$ cat src/rtl/sfcv_pkg.sv
// Shared definitions for the sync frame checksum validator.
// Buffer geometry, sync constants, status and sequencer codes, helper functions.
// No dependencies.
`timescale 1ns / 1ps
`default_nettype none

package sfcv_pkg;

  // Receive buffer geometry.
  localparam int BufDepth = 128;
  localparam int BufAw    = $clog2(BufDepth);
  localparam int FillW    = $clog2(BufDepth + 1);

  // Frame framing constants.
  localparam logic [7:0] SyncByte0  = 8'h05;
  localparam logic [7:0] SyncByte1  = 8'h02;
  localparam logic [7:0] StrictType = 8'h01;
  localparam logic [7:0] SumSeedOne = 8'h55;
  // The second sum is seeded 0xAA, which is the first sum plus this offset.
  localparam logic [7:0] SumSeedGap = 8'h55;

  // Frame lengths per type byte.
  localparam logic [7:0] TypeLong   = 8'h01;
  localparam logic [7:0] TypeMid    = 8'h02;
  localparam logic [7:0] TypeShort  = 8'h03;
  localparam logic [7:0] TypeExtra  = 8'h04;
  localparam logic [6:0] LenLong    = 7'd66;
  localparam logic [6:0] LenMid     = 7'd23;
  localparam logic [6:0] LenShort   = 7'd7;
  localparam logic [6:0] LenExtra   = 7'd29;

  // Result status codes.
  typedef enum logic [2:0] {
    STAT_NO_SYNC    = 3'd0,
    STAT_INCOMPLETE = 3'd1,
    STAT_VALID      = 3'd2,
    STAT_BAD_TYPE   = 3'd3,
    STAT_BAD_SUM1   = 3'd4,
    STAT_BAD_SUM2   = 3'd5
  } status_e;

  // Sequencer states.
  typedef enum logic [3:0] {
    S_IDLE,
    S_TEST,
    S_RD0,
    S_RD1,
    S_RD2,
    S_CHK,
    S_SUM_RD,
    S_SUM_ACC,
    S_FINISH
  } seq_state_e;

  // Frame length for a type byte, zero for an unknown type.
  function automatic logic [6:0] length_of_type(input logic [7:0] t);
    logic [6:0] len;
    unique case (t)
      TypeLong:  len = LenLong;
      TypeMid:   len = LenMid;
      TypeShort: len = LenShort;
      TypeExtra: len = LenExtra;
      default:   len = 7'd0;
    endcase
    return len;
  endfunction

  // Circular pointer advance; the offset never exceeds the depth.
  function automatic logic [BufAw-1:0] ptr_add(input logic [BufAw-1:0] base,
                                                input logic [BufAw:0]   off);
    logic [BufAw:0] s;
    s = {1'b0, base} + off;
    if (s >= (BufAw+1)'(BufDepth)) begin
      s = s - (BufAw+1)'(BufDepth);
    end
    return s[BufAw-1:0];
  endfunction

endpackage

`default_nettype wire

$ cat src/rtl/sfcv_ram.sv
// Generic simple dual-port RAM with one write port and one registered read port.
// Width and depth are parameters; no dependencies.
`timescale 1ns / 1ps
`default_nettype none

module sfcv_ram #(
  parameter int Width = 8,
  parameter int Depth = 128
) (
  input  wire logic                     clk_i,
  input  wire logic                     we_i,
  input  wire logic [$clog2(Depth)-1:0] waddr_i,
  input  wire logic [Width-1:0]         wdata_i,
  input  wire logic [$clog2(Depth)-1:0] raddr_i,
  output logic      [Width-1:0]         rdata_o
);

  logic [Width-1:0] mem_q [Depth];

  // Write port and registered read port.
  always_ff @(posedge clk_i) begin
    if (we_i) begin
      mem_q[waddr_i] <= wdata_i;
    end
    rdata_o <= mem_q[raddr_i];
  end

endmodule

`default_nettype wire

$ cat src/rtl/sync_frame_checksum_validator_top.sv
// Top level of the sync frame checksum validator: sequencer, shared adder and buffer.
// Depends on sfcv_pkg and sfcv_ram.
//
// Usage:
// Received bytes enter on the rx channel (rx_valid_i / rx_ready_o / rx_byte_i), one
// per item. Each accepted item yields exactly one result item on the result channel
// (res_valid_o / res_ready_i) carrying status, frame type, frame length and the
// number of bytes dropped from the buffer head while handling that byte.
// The bytes sit in a 128-entry circular buffer held in a RAM with a registered
// read port. One sequencer walks it, and the checksum pass reads one frame byte at a
// time through one shared 8-bit adder. At each head position examined the sequencer
// tests the fill, then checks the two sync bytes and the type byte, and drops the
// head byte on the first mismatch; a search that runs out of bytes ends there. The
// checksum pass then reads each frame byte after the type byte, and the result
// register is loaded last. The next byte can be accepted in the cycle in which the
// result is first presented.
// The result sits in an output register; if the receiver stalls, the following
// result waits in the sequencer until the register frees. The configuration channel
// writes the strict type flag and is always ready. Reset empties the buffer.
`timescale 1ns / 1ps
`default_nettype none

module sync_frame_checksum_validator_top
  import sfcv_pkg::*;
(
  input  wire logic       clk_i,
  input  wire logic       rst_ni,
  // Configuration write channel.
  input  wire logic       cfg_valid_i,
  output logic            cfg_ready_o,
  input  wire logic       cfg_data_i,
  // Input byte channel.
  input  wire logic       rx_valid_i,
  output logic            rx_ready_o,
  input  wire logic [7:0] rx_byte_i,
  // Result channel.
  output logic            res_valid_o,
  input  wire logic       res_ready_i,
  output logic [2:0]      status_o,
  output logic [7:0]      frame_type_o,
  output logic [6:0]      frame_length_o,
  output logic [7:0]      bytes_dropped_o
);

  // Control state.
  seq_state_e       state_q, state_d;
  logic [BufAw-1:0] head_q, head_d;
  logic [FillW-1:0] fill_q, fill_d;
  logic             strict_q;
  logic             out_valid_q, out_valid_d;

  // Working payload.
  status_e          stat_q, stat_d;
  logic [7:0]       ftype_q, ftype_d;
  logic [6:0]       flen_q, flen_d;
  logic [7:0]       drop_q, drop_d;
  logic [7:0]       acc_q, acc_d;
  logic [6:0]       idx_q, idx_d;

  // Output register payload.
  status_e          out_stat_q;
  logic [7:0]       out_ftype_q;
  logic [6:0]       out_flen_q;
  logic [7:0]       out_drop_q;

  // Buffer port signals.
  logic             ram_we;
  logic [BufAw-1:0] ram_waddr;
  logic [BufAw-1:0] ram_raddr;
  logic [7:0]       ram_rdata;

  // Derived values.
  logic             rx_fire;
  logic             buf_full;
  logic             out_free;
  logic [6:0]       type_len;
  logic [7:0]       sum_out;
  logic [7:0]       drop_inc;

  assign rx_ready_o  = (state_q == S_IDLE);
  assign rx_fire     = rx_valid_i && rx_ready_o;
  assign cfg_ready_o = 1'b1;
  assign buf_full    = (fill_q == FillW'(BufDepth));
  assign out_free    = !out_valid_q || res_ready_i;
  assign type_len    = length_of_type(ram_rdata);
  // Shared adder: accumulates frame bytes and forms the second seeded sum.
  assign sum_out     = acc_q + ((state_q == S_SUM_ACC && idx_q == flen_q - 7'd1) ?
                                SumSeedGap : ram_rdata);
  assign drop_inc    = (drop_q == 8'hFF) ? drop_q : drop_q + 8'd1;

  sfcv_ram #(
    .Width(8),
    .Depth(BufDepth)
  ) u_buf (
    .clk_i  (clk_i),
    .we_i   (ram_we),
    .waddr_i(ram_waddr),
    .wdata_i(rx_byte_i),
    .raddr_i(ram_raddr),
    .rdata_o(ram_rdata)
  );

  // Next state of the sequencer.
  always_comb begin
    state_d = state_q;
    unique case (state_q)
      S_IDLE: begin
        if (rx_fire) begin
          state_d = S_TEST;
        end
      end
      S_TEST: begin
        state_d = (fill_q < FillW'(3)) ? S_FINISH : S_RD0;
      end
      S_RD0: begin
        state_d = S_RD1;
      end
      S_RD1: begin
        state_d = (ram_rdata != SyncByte0) ? S_TEST : S_RD2;
      end
      S_RD2: begin
        state_d = (ram_rdata != SyncByte1) ? S_TEST : S_CHK;
      end
      S_CHK: begin
        if (strict_q && ram_rdata != StrictType) begin
          state_d = S_TEST;
        end else if (type_len == 7'd0 || fill_q < FillW'(type_len)) begin
          state_d = S_FINISH;
        end else begin
          state_d = S_SUM_RD;
        end
      end
      S_SUM_RD: begin
        state_d = S_SUM_ACC;
      end
      S_SUM_ACC: begin
        if (idx_q == flen_q - 7'd2 && ram_rdata != acc_q) begin
          state_d = S_FINISH;
        end else if (idx_q == flen_q - 7'd1) begin
          state_d = S_FINISH;
        end else begin
          state_d = S_SUM_RD;
        end
      end
      S_FINISH: begin
        if (out_free) begin
          state_d = S_IDLE;
        end
      end
      default: state_d = S_IDLE;
    endcase
  end

  // Datapath and buffer control for each state.
  always_comb begin
    head_d      = head_q;
    fill_d      = fill_q;
    stat_d      = stat_q;
    ftype_d     = ftype_q;
    flen_d      = flen_q;
    drop_d      = drop_q;
    acc_d       = acc_q;
    idx_d       = idx_q;
    out_valid_d = out_valid_q && !res_ready_i;
    ram_we      = 1'b0;
    ram_waddr   = ptr_add(head_q, (BufAw+1)'(fill_q));
    ram_raddr   = head_q;
    unique case (state_q)
      S_IDLE: begin
        // Append the byte; a full buffer loses its oldest byte, which is overwritten.
        if (rx_fire) begin
          ram_we  = 1'b1;
          stat_d  = STAT_NO_SYNC;
          ftype_d = 8'd0;
          flen_d  = 7'd0;
          if (buf_full) begin
            head_d = ptr_add(head_q, (BufAw+1)'(1));
            drop_d = 8'd1;
          end else begin
            fill_d = fill_q + FillW'(1);
            drop_d = 8'd0;
          end
        end
      end
      S_TEST: begin
        ram_raddr = head_q;
      end
      S_RD0: begin
        ram_raddr = head_q;
      end
      S_RD1: begin
        ram_raddr = ptr_add(head_q, (BufAw+1)'(1));
        if (ram_rdata != SyncByte0) begin
          head_d = ptr_add(head_q, (BufAw+1)'(1));
          fill_d = fill_q - FillW'(1);
          drop_d = drop_inc;
        end
      end
      S_RD2: begin
        ram_raddr = ptr_add(head_q, (BufAw+1)'(2));
        if (ram_rdata != SyncByte1) begin
          head_d = ptr_add(head_q, (BufAw+1)'(1));
          fill_d = fill_q - FillW'(1);
          drop_d = drop_inc;
        end
      end
      S_CHK: begin
        if (strict_q && ram_rdata != StrictType) begin
          head_d = ptr_add(head_q, (BufAw+1)'(1));
          fill_d = fill_q - FillW'(1);
          drop_d = drop_inc;
        end else begin
          ftype_d = ram_rdata;
          flen_d  = type_len;
          acc_d   = SumSeedOne + ram_rdata;
          idx_d   = 7'd3;
          if (type_len == 7'd0) begin
            stat_d = STAT_BAD_TYPE;
            head_d = ptr_add(head_q, (BufAw+1)'(1));
            fill_d = fill_q - FillW'(1);
            drop_d = drop_inc;
          end else if (fill_q < FillW'(type_len)) begin
            stat_d = STAT_INCOMPLETE;
          end
        end
      end
      S_SUM_RD: begin
        ram_raddr = ptr_add(head_q, (BufAw+1)'(idx_q));
      end
      S_SUM_ACC: begin
        idx_d = idx_q + 7'd1;
        if (idx_q == flen_q - 7'd2) begin
          // Stored first sum.
          if (ram_rdata != acc_q) begin
            stat_d = STAT_BAD_SUM1;
            head_d = ptr_add(head_q, (BufAw+1)'(1));
            fill_d = fill_q - FillW'(1);
            drop_d = drop_inc;
          end
        end else if (idx_q == flen_q - 7'd1) begin
          // Stored second sum; a good frame is consumed whole.
          if (ram_rdata != sum_out) begin
            stat_d = STAT_BAD_SUM2;
            head_d = ptr_add(head_q, (BufAw+1)'(1));
            fill_d = fill_q - FillW'(1);
            drop_d = drop_inc;
          end else begin
            stat_d = STAT_VALID;
            head_d = ptr_add(head_q, (BufAw+1)'(flen_q));
            fill_d = fill_q - FillW'(flen_q);
          end
        end else begin
          acc_d = sum_out;
        end
      end
      S_FINISH: begin
        if (out_free) begin
          out_valid_d = 1'b1;
        end
      end
      default: begin
        ram_raddr = head_q;
      end
    endcase
  end

  // Control registers.
  always_ff @(posedge clk_i or negedge rst_ni) begin
    if (!rst_ni) begin
      state_q     <= S_IDLE;
      head_q      <= '0;
      fill_q      <= '0;
      strict_q    <= 1'b1;
      out_valid_q <= 1'b0;
    end else begin
      state_q     <= state_d;
      head_q      <= head_d;
      fill_q      <= fill_d;
      out_valid_q <= out_valid_d;
      if (cfg_valid_i && cfg_ready_o) begin
        strict_q <= cfg_data_i;
      end
    end
  end

  // Payload registers.
  always_ff @(posedge clk_i) begin
    stat_q  <= stat_d;
    ftype_q <= ftype_d;
    flen_q  <= flen_d;
    drop_q  <= drop_d;
    acc_q   <= acc_d;
    idx_q   <= idx_d;
    if (state_q == S_FINISH && out_free) begin
      out_stat_q  <= stat_q;
      out_ftype_q <= ftype_q;
      out_flen_q  <= flen_q;
      out_drop_q  <= drop_q;
    end
  end

  // Result channel.
  assign res_valid_o     = out_valid_q;
  assign status_o        = out_stat_q;
  assign frame_type_o    = out_ftype_q;
  assign frame_length_o  = out_flen_q;
  assign bytes_dropped_o = out_drop_q;

endmodule

`default_nettype wire
$ cat config.mk
export PLATFORM = sky130hd
export DESIGN_NAME = sync_frame_checksum_validator_top
export DESIGN_NICKNAME = d
export VERILOG_FILES = /design/src/rtl/sfcv_pkg.sv /design/src/rtl/sfcv_ram.sv /design/src/rtl/sync_frame_checksum_validator_top.sv
export SDC_FILE = /design/constraint.sdc
export NUM_CORES = 1
export LEC_CHECK = 0
export ABC_AREA = 0
export CAP_MARGIN = 30
export CORE_MARGIN = 2
export CORE_UTILIZATION = 56
export CTS_CLUSTER_SIZE = 24
export DETAILED_ROUTE_END_ITERATION = 16
export DONT_BUFFER_PORTS = 1
export PLACE_DENSITY = 0.71
export SLEW_MARGIN = 20
export SYNTH_ARGS = -nofsm -noshare
export SYNTH_HDL_FRONTEND = slang
export SYNTH_HIERARCHICAL = 1
export SYNTH_SLANG_ARGS = --single-unit
$ cat constraint.sdc
create_clock -name clk_i -period 9.7 [get_ports clk_i]
set_input_delay 1.94 -clock clk_i [delete_from_list [all_inputs] [get_ports clk_i]]
set_output_delay 1.94 -clock clk_i [all_outputs]
set_load 0.005 [all_outputs]
==> qor.json <==
{
  "placement": {
    "dp.cells": 3345,
    "hpwlAfterDp_mm": 61.5,
    "dp_worst_setup_slack_ps": 3740,
    "routabilityCongestion": 0.924,
    "place.port_buffers": 0
  },
  "sta": {
    "final.min_clock_period_ps": 6060,
    "maxSlewHeadroom_pct": 30.5,
    "report.final.setup_viol": 0,
    "fmax_mhz": 165,
    "max_slew.worst_pin.slew_ps": 1040,
    "final_hold_vios": 0,
    "finalClockSkew_ps": 34.8,
    "rsz_0062_raised_after_global_routing": "false",
    "setup_ws_ps": 3640,
    "timing_max_transition_violations_final": 0,
    "period_share_pct": 62.5,
    "setup_total_negative_slack_ps": 0
  },
  "floorplanning": {
    "die_height_um": 292,
    "io_pins": 43,
    "dieArea_um2": 85200,
    "fp-row-count": 105,
    "chipWidth_um": 292,
    "initial_utilization_pct": 56.5,
    "core_area_um2": 82100
  },
  "routing": {
    "detail_route.drc_violations": 0,
    "route.detailed.vias_per_inst": 6.50,
    "avgRoutedWirePerCell_um": 28.5,
    "remaining_antenna_violation_count_after_routing": 0,
    "postRouteWirelength_mm": 101,
    "drt_first_iter_violations": 2332,
    "vias": 23100,
    "dr.pass1.iters": 5
  },
  "logic_synthesis": {
    "syn_inst": 2365,
    "post_synth.cell_area_avg_um2": 19.6,
    "commonest_cells_in_the_netlist": "1087 x sky130_fd_sc_hd__edfxtp_1, 336 x sky130_fd_sc_hd__mux4_2, 201 x sky130_fd_sc_hd__nor2_1",
    "synthesis.nets": 2431,
    "synth_top_cell_by_area": "sky130_fd_sc_hd__edfxtp_1",
    "netlist_top_cells_area": "sky130_fd_sc_hd__edfxtp_1 70%, sky130_fd_sc_hd__mux4_2 16%, sky130_fd_sc_hd__nor2_1 1.6%",
    "yosysMostFrequentCell": "sky130_fd_sc_hd__edfxtp_1",
    "postSynth.topFlopCell": "sky130_fd_sc_hd__edfxtp_1",
    "async_flop_share_pct": 1.88,
    "area_of_the_mapped_netlist_um2": 46400,
    "synth_top_area_share_pct": 70.4,
    "synth.yosys.seq_area_share_pct": 71.8,
    "synthDistinctLibCells": 81,
    "yosys_warnings": 6,
    "synth_enable_flop_cells": 1087,
    "ys_ff_latch": 1116
  },
  "global_routing": {
    "use_met1_pct": 35.8,
    "grt_first_pass_wirelength_mm": 152,
    "grtUsageMet3_pct": 3.76,
    "antenna_violations_before_repair": 1,
    "vias_in_the_first_global_route": 23000,
    "grtUsageMet2_pct": 38.3,
    "grt_max_degree": 154,
    "top_usage_layer": "met2",
    "globalRouteOverflowTotal": 0,
    "grt.total_usage_pct": 24.2
  },
  "clock_tree": {
    "cts-root-buf": "sky130_fd_sc_hd__clkbuf_16",
    "cts_post_setup_buffers_inserted": 0,
    "cts_resized": 0,
    "worstSkewPairLatency_ps": 680,
    "tritoncts": "done",
    "postCtsHoldBufs": 0,
    "cts-buffers-inserted": 109,
    "tritoncts_sinks": 1116,
    "h_tree_lvl_count": 3,
    "reg_clk_slew_reported_paths_ps": 60,
    "clock_tree.buffer_depth": 3
  },
  "hold_path": {
    "holdCritPathClass": "reg2reg",
    "hold_path.startpoint": "ftype_q[5]$_SDFFCE_PN0P_",
    "hold_depth": 0
  },
  "layout": {
    "finalNonFillerCells": 3549,
    "num-nets-final": 2454,
    "final_util_pct": 62.0,
    "drive_above_1_share_pct": 23.0,
    "n_antenna_cell": 0,
    "layout-area-overhead-vs-synth_pct": 9.82
  },
  "critical_path": {
    "r2r_cells": 17,
    "r2r-start": "flen_q[2]$_SDFFCE_PN0P_",
    "timing.critical_path.required_ps": 10240,
    "worst_setup_path_end_kind": "flip-flop",
    "critPathMaxFanout": 14,
    "worstSetupPathType": "reg2reg",
    "critical_path_arrival_ps": 6600,
    "crit_path_start_kind": "flip-flop",
    "launch_point_of_the_critical_path": "flen_q[2]$_SDFFCE_PN0P_"
  },
  "run": {
    "maxCapViolCount": 0
  },
  "power_and_ir_drop": {
    "powerDensity_nw_per_um2": 323,
    "total_power_uw": 16400,
    "power.static_leakage_uw": 0.0159,
    "vdd_drop_max_v": 0.000399
  },
  "outcome": {
    "run_status": "finished clean"
  }
}
## metrics by stage
stage	cell area [um^2]	hold WS, ps
after floorplan	46400	400
after global placement	47500	410
after detailed placement	47500	405
after CTS	50900	419
after global routing	50900	431
final	50900	417
## report_power, final
part,switching [uW],internal (uW)
Sequential,235,5480
Combinational,3590,3120
Clock,1750,2270
Total,5570,10900
## state kept, by name (all words and copies together) (netlist names)
signal           count
idx_q                7
drop_q               8
ftype_q              8
strict_q             1
state_q              4
head_q               7
res_valid_o          1
u_buf/rdata_o        8
u_buf/mem_q       1024
flen_q               5
bytes_dropped_o      8
acc_q                8
frame_length_o       5
stat_q               3
frame_type_o         8
status_o             3
fill_q               8
## cell families (layout without fill, tap and decap cells)
group / Yosys count / in the layout / synth area share [%]
buffers and inverters: 161 / 275 / 1.56
flip-flops: 1116 / 1116 / 71.8
XOR/XNOR: 70 / 70 / 1.39
other: 2 / 2 / 0.0162
AO/OA/AOI/OAI: 167 / 167 / 2.39
adder cells (fa/ha/maj): 52 / 52 / 1.48
multiplexers: 355 / 355 / 16.7
AND/OR/NAND/NOR: 442 / 442 / 4.56
## worst max-delay path, cell delays in order, from the launching register on
cell	delay [ps]
sky130_fd_sc_hd__edfxtp_1	610
sky130_fd_sc_hd__inv_1	160
sky130_fd_sc_hd__ha_1	280
sky130_fd_sc_hd__nor4b_1	180
sky130_fd_sc_hd__or3_1	390
sky130_fd_sc_hd__a21oi_2	190
sky130_fd_sc_hd__nand2_1	120
sky130_fd_sc_hd__nor2_1	720
sky130_fd_sc_hd__nor2_1	180
sky130_fd_sc_hd__fa_1	520
sky130_fd_sc_hd__xor2_1	190
sky130_fd_sc_hd__a2111oi_0	330
sky130_fd_sc_hd__nand4_1	150
sky130_fd_sc_hd__nor3_1	310
sky130_fd_sc_hd__nand4_2	280
sky130_fd_sc_hd__nor3_4	730
sky130_fd_sc_hd__mux2_2	420
sky130_fd_sc_hd__a22o_1	170
## placed cells by master (no fill, tap or decap), types with 5 or more instances in the layout
cell and count:
sky130_fd_sc_hd__edfxtp_1 1087, sky130_fd_sc_hd__mux4_2 336, sky130_fd_sc_hd__nor2_1 201, sky130_fd_sc_hd__clkbuf_16 110
sky130_fd_sc_hd__nand2_1 65, sky130_fd_sc_hd__ha_1 47, sky130_fd_sc_hd__a21oi_1 37, sky130_fd_sc_hd__o21ai_0 37
sky130_fd_sc_hd__nand3_1 35, sky130_fd_sc_hd__xor2_1 35, sky130_fd_sc_hd__buf_4 34, sky130_fd_sc_hd__inv_1 33
sky130_fd_sc_hd__xnor2_1 32, sky130_fd_sc_hd__clkinv_1 28, sky130_fd_sc_hd__nor3_1 26, sky130_fd_sc_hd__clkbuf_1 25
sky130_fd_sc_hd__nor2b_1 20, sky130_fd_sc_hd__dfrtp_1 20, sky130_fd_sc_hd__clkinv_2 13, sky130_fd_sc_hd__nand4_1 12
sky130_fd_sc_hd__and2_1 10, sky130_fd_sc_hd__and3_1 10, sky130_fd_sc_hd__nor4_1 10, sky130_fd_sc_hd__mux2_2 10
sky130_fd_sc_hd__nand2b_1 9, sky130_fd_sc_hd__a21o_1 9, sky130_fd_sc_hd__mux2i_1 9, sky130_fd_sc_hd__a31oi_1 9
sky130_fd_sc_hd__or3_1 8, sky130_fd_sc_hd__o211ai_1 8, sky130_fd_sc_hd__dfxtp_1 8, sky130_fd_sc_hd__o21a_1 7
sky130_fd_sc_hd__clkinv_4 7, sky130_fd_sc_hd__bufinv_16 7, sky130_fd_sc_hd__clkinvlp_4 7, sky130_fd_sc_hd__or2_2 5
sky130_fd_sc_hd__fa_1 5
## path summary, 6_finish.rpt
path	end	slack, ps
setup / recovery	head_q[4]$_DFFE_PN0P_	3640
hold / removal	frame_type_o[5]$_DFFE_PP_	420
setup reg to reg	head_q[4]$_DFFE_PN0P_	3640
hold reg to reg	frame_type_o[5]$_DFFE_PP_	420
max in group asynchronous	strict_q$_DFFE_PN1P_	8550
min in group asynchronous	head_q[6]$_DFFE_PN0P_	960
## routing by layer
layer	vias to the layer above	share of wire, %
li1	9725	-
met1	12200	42
met2	982	49
met3	145	7.4
met4	0	2.4
met5	-	0
## area by class of cell
| class | instances | area, um^2 |
|---|---|---|
| Multi-Input combinational cell | 1088 | 12400 |
| Clock inverter | 67 | 581 |
| Inverter | 33 | 124 |
| Sequential cell | 1116 | 33300 |
| Fill cell | 5527 | 31200 |
| Tap cell | 1070 | 1340 |
| Timing Repair Buffer | 40 | 339 |
| Clock buffer | 135 | 2850 |
(Power assumes the default switching activity.)
